===== config.mk =====
export PLATFORM = sky130hd
export DESIGN_NAME = tms_front
export DESIGN_NICKNAME = d
export VERILOG_FILES = /design/src/rtl/tms_pkg.sv /design/src/rtl/tms_front.sv
export SDC_FILE = /design/constraint.sdc
export NUM_CORES = 1
export LEC_CHECK = 0
export BUFFER_PORTS_ARGS = -buffer_cell sky130_fd_sc_hd__buf_2
export CORE_UTILIZATION = 35
export DETAILED_ROUTE_END_ITERATION = 8
export SLEW_MARGIN = 10
export SYNTH_ARGS = -nofsm -noshare
export SYNTH_HDL_FRONTEND = slang
export SYNTH_SLANG_ARGS = --single-unit

===== constraint.sdc =====
create_clock -name clk -period 14.5 [get_ports clk]
set_clock_uncertainty 0.15 [all_clocks]
set_input_delay 0 -clock clk [delete_from_list [all_inputs] [get_ports clk]]
set_output_delay 0 -clock clk [all_outputs]
set_load 0.005 [all_outputs]

===== src/rtl/tms_pkg.sv =====
// Package: shared types, constants and action/status codes of the subdivider.
`timescale 1ns / 1ps
package tms_pkg;
  localparam int VertexDepth   = 4096;
  localparam int TriangleDepth = 8192;
  localparam int VW = $clog2(VertexDepth);    // vertex index bits
  localparam int TW = $clog2(TriangleDepth);  // triangle slot bits

  typedef enum logic [1:0] {
    ACT_VERTEX = 2'd0, ACT_TRIANGLE = 2'd1, ACT_SUBDIV = 2'd2, ACT_CLEAR = 2'd3
  } action_t;

  typedef enum logic [1:0] {
    ST_OK = 2'd0, ST_VFULL = 2'd1, ST_TFULL = 2'd2, ST_BADIDX = 2'd3
  } status_t;

  typedef struct packed {
    logic [1:0]         action;
    logic signed [31:0] coord_x;
    logic signed [31:0] coord_y;
    logic signed [31:0] coord_z;
    logic [11:0]        corner_a;
    logic [11:0]        corner_b;
    logic [11:0]        corner_c;
    logic [12:0]        face_index;
  } in_beat_t;

  typedef struct packed {
    logic [12:0] result_index;
    logic [11:0] face_a;
    logic [11:0] face_b;
    logic [11:0] face_c;
    logic [1:0]  status;
    logic        last;
  } out_beat_t;

  localparam int QDEPTH = 2;
endpackage


===== src/rtl/tms_front.sv =====
// Front end: two-entry command queue between the input port and the engine.
`timescale 1ns / 1ps
module tms_front import tms_pkg::*; (
  input  logic     clk,
  input  logic     rst_n,
  input  logic     push,
  input  in_beat_t in_data,
  output logic     full,
  output logic     cmd_valid,
  output in_beat_t cmd,
  input  logic     cmd_take
);
  in_beat_t    q_r [QDEPTH];
  logic        wp_r, rp_r;
  logic [1:0]  cnt_r;
  logic        wr, rd;

  assign full      = (cnt_r == 2'(QDEPTH));
  assign cmd_valid = (cnt_r != 2'd0);
  assign cmd       = q_r[rp_r];
  assign wr = push && !full;
  assign rd = cmd_take && cmd_valid;

  // queue storage
  always_ff @(posedge clk) begin
    if (wr) q_r[wp_r] <= in_data;
  end

  // pointers and fill level
  always_ff @(posedge clk) begin
    if (!rst_n) begin
      wp_r <= 1'b0; rp_r <= 1'b0; cnt_r <= 2'd0;
    end else begin
      if (wr) wp_r <= ~wp_r;
      if (rd) rp_r <= ~rp_r;
      cnt_r <= cnt_r + 2'(wr) - 2'(rd);
    end
  end
endmodule


==> metrics.md <==
| Metric | Value |
|---|---|
| Outcome | `finished, final reports clean` |
| Worst Hold Class | `input port to flop` |
| Met3 Wirelength | `approximately 1600 µm` |
| Worst VDD drop | `around 120 µV` |
| Largest net degree at the start of global routing | `76` |
| Reg-to-Reg Start | `cnt_r[0]` |
| Synth warn | `0` |
| Antenna viol nets, final | `0` |
| Area growth syn-to-layout | `41.4%` |
| Setup TNS | `0 ns` |
| CP Launch Type | `flop` |
| Placed cell areas | `about 0.013 mm²` |
| Post-route cell area | `~0.015 mm²` |
| Syn Nets | `636` |
| Post-synthesis sequential area ratio | `0.820` |
| Total gr overflow | `0` |
| # port buffers | `around 300` |
| Syn Inst Count | `~480` |
| Most frequent cells in the layout | `buf_2 (299), edfxtp_1 (294), dlygate4sd3_1 (168)` |
| Placed insts | `between 1000 and 1500` |
| Final-report max-slew violation count | `0` |
| Num CTS Buffers | `30` |
| DR top layer | `met4` |
| Final Setup Violations | `0` |
| Nature of the critical path endpoint | `primary output` |
| Die Y | `~180 µm` |
| Largest area contributor in the netlist | `edfxtp_1` |
| Setup WS pre-CTS | `roughly 12 ns` |
| Reg clk slew, reported paths | `approximately 0.060 ns` |
| Slowest stage delay, CP | `1.02 ns` |
| P_leak | `just under 6 nW` |
| Initial antenna violation count | `1` |
| Filler instances | `roughly 2600` |
| Synth Area per Inst | `about 23 µm²` |
| Post-synthesis register bit count | `299` |
| Relative slew slack | `0.292` |
| R2r setup slk | `11.84 ns` |
| Non-filler instance count after layout | `between 1000 and 1500` |
| FF-to-FF path depth | `5` |
| Horiz. Die Dim | `~180 µm` |
| Synth area leaders | `edfxtp_1 (81%), mux2_2 (15%), buf_6 (1.6%), dfxtp_1 (0.92%), ha_1 (0.23%)` |
| Tot GR Track Use | `0.135` |
| TritonCTS clock tree | `built` |
| Critical path, cell by cell | `buf_4 > mux2_2 > buf_2` |
| Final WL | `22700 µm` |
| GP Congestion | `between 0.7 and 0.8` |
| CTS Buffer Depth | `3` |
| Most common cell after layout, fill and taps aside | `buf_2` |
| Worst setup slack after layout | `11.19 ns` |
| Starting density of the core | `0.356` |
| Crit path max-delay cell type | `dfxtp_4` |
| DPL Wire Length | `~14000 µm` |
| Min Tclk post-route | `~3.3 ns` |
| Critical Path Fanout Max | `75` |
| Vias in the first global route | `6553` |
| Rows | `64` |
| WL met2 | `about 11000 µm` |
| Post-layout nets | `between 1000 and 1500` |
| Metal1 wirelength | `~9000 µm` |
| Worst-margin pin slew | `1.06 ns` |
| Die area | `around 0.032 mm²` |
| First-pass GRT wire length | `between 30000 and 40000 µm` |
| Layout cell share with drive strength beyond 1 | `0.497` |
| Req. time, crit path | `~14 ns` |
| Final hold violations | `0` |
| Max H-tree Level | `1` |
| I/O pins | `300` |
| Core area | `around 0.03 mm²` |
| Clk_lat worst skew | `0.55 ns` |
| Final period utilization | `0.228` |
| Area fraction of the dominant cell type after synthesis | `0.811` |
| Max frequency | `0.302 GHz` |
| Routed len/inst | `around 16 µm` |
| Max-cap viol count | `0` |
| Pwr dens | `between 150 and 200 mW/mm²` |
| Vias per cell | `between 4 and 5` |
| RSZ-0062 raised after global routing | `no` |
| HP Start | `in_data[81]` |
| Storage element area | `between 0.008 and 0.009 mm²` |
| Residual DRC | `0` |
| WHS Endpoint | `q_r[1][81]` |
| Post-cts repair resize count | `0` |
| Drt initial violations | `approximately 300` |
| Vias | `about 6200` |
| Hold_ws | `just over 0.02 ns` |
| Clock sinks | `299` |
| Pre-antenna DRT Iters | `4` |
| Crit Path Class | `flop to primary output` |
| Area of the multi-input gates | `around 0.0018 mm²` |
| Root Driver | `clkbuf_16` |
| Worst Hold Path Cells | `2` |
| Synth Cell Area | `between 0.01 and 0.015 mm²` |
| CP arrival | `approximately 3.2 ns` |
| Reg-to-Reg End | `q_r[0][91]` |
| Synth cell types | `17` |
==> worst max path at each step <==
stage          startpoint        end  slack, ns  cells after the start
2_1_floorplan    cnt_r[0]  q_r[0][0]       7.01                      3
3_3_place_gp         flop    cmd[31]      11.71                      3
3_5_place_dp         flop    cmd[34]      11.70                      3
4_1_cts              flop    cmd[34]      11.11                      3
5_1_grt              flop   cmd[105]      10.98                      3
6_report             flop   cmd[105]      11.19                      3
==> cell type report <==
class                           count  area share
Antenna cell                        1    0.000162
Clock buffer                       38      0.0521
Clock inverter                     17     0.00966
Inverter                            3    0.000731
Multi-Input combinational cell    165       0.116
Sequential cell                   299       0.580
Tap cell                          396      0.0322
Timing Repair Buffer              473       0.209
==> routing by layer <==
| metal | up-vias | global-route usage |
|---|---|---|
| li1 | 2900 | - |
| met1 | 3045 | 0.155 |
| met2 | 213 | 0.245 |
| met3 | 44 | 0.0347 |
| met4 | 0 | 0.0413 |
| met5 | - | 0 |
==> flip-flops by register name (all words and copies together) (netlist names), named ones only <==
name	flops
wp_r	1
q_r	294
cnt_r	2
rp_r	1
==> kinds of logic after synthesis <==
group	after synthesis	share of synthesized area
buffers and inverters	19	0.0170
xor gates and xnor gates	3	0.00241
and+or+nand+nor	11	0.00494
AOI/OAI and AO/OA	1	0.000690
muxes	148	0.153
DFF	299	0.820
adders and majority gates	2	0.00230
==> metrics by stage <==
| step | total power, W | util |
|---|---|---|
| after detailed placement | 0.00162 | 0.417 |
| after global routing | 0.00249 | 0.504 |
| after global placement | 0.00162 | 0.417 |
| final | 0.00238 | 0.504 |
| after floorplan | 0.00145 | - |
| after CTS | 0.00241 | 0.504 |
==> power breakdown <==
group	total, W	internal (W)	switching, W
sequential	0.00114	0.00109	0.0000517
combinational	0.000491	0.000266	0.000225
clock	0.000747	0.000440	0.000307
total	0.00238	0.00179	0.000584
==> worst max-delay path, delay by kind of cell (launching register included) <==
kind	cells	cell delay, ns
buffers and inverters	2	1.00
flip-flops	1	1.02
multiplexers	1	0.44
==> repair_timing <==
action,CTS,global route
hold endpoints to repair,299,0
buffers inserted,0,0
hold buffers,168,0
==> synthesized netlist by cell type <==
cell and n:
and2_1 1, dfxtp_1 5, ha_1 2, o21a_1 1
mux2i_1 1, nand2_1 2, edfxtp_1 294, nor2_1 4
inv_1 3, mux2_2 147, or2_2 1, xnor2_1 2
nand2b_1 2, xor2_1 1, buf_6 15, and3_1 1
buf_2 1
No activity file was read; power rests on OpenSTA's default activity.
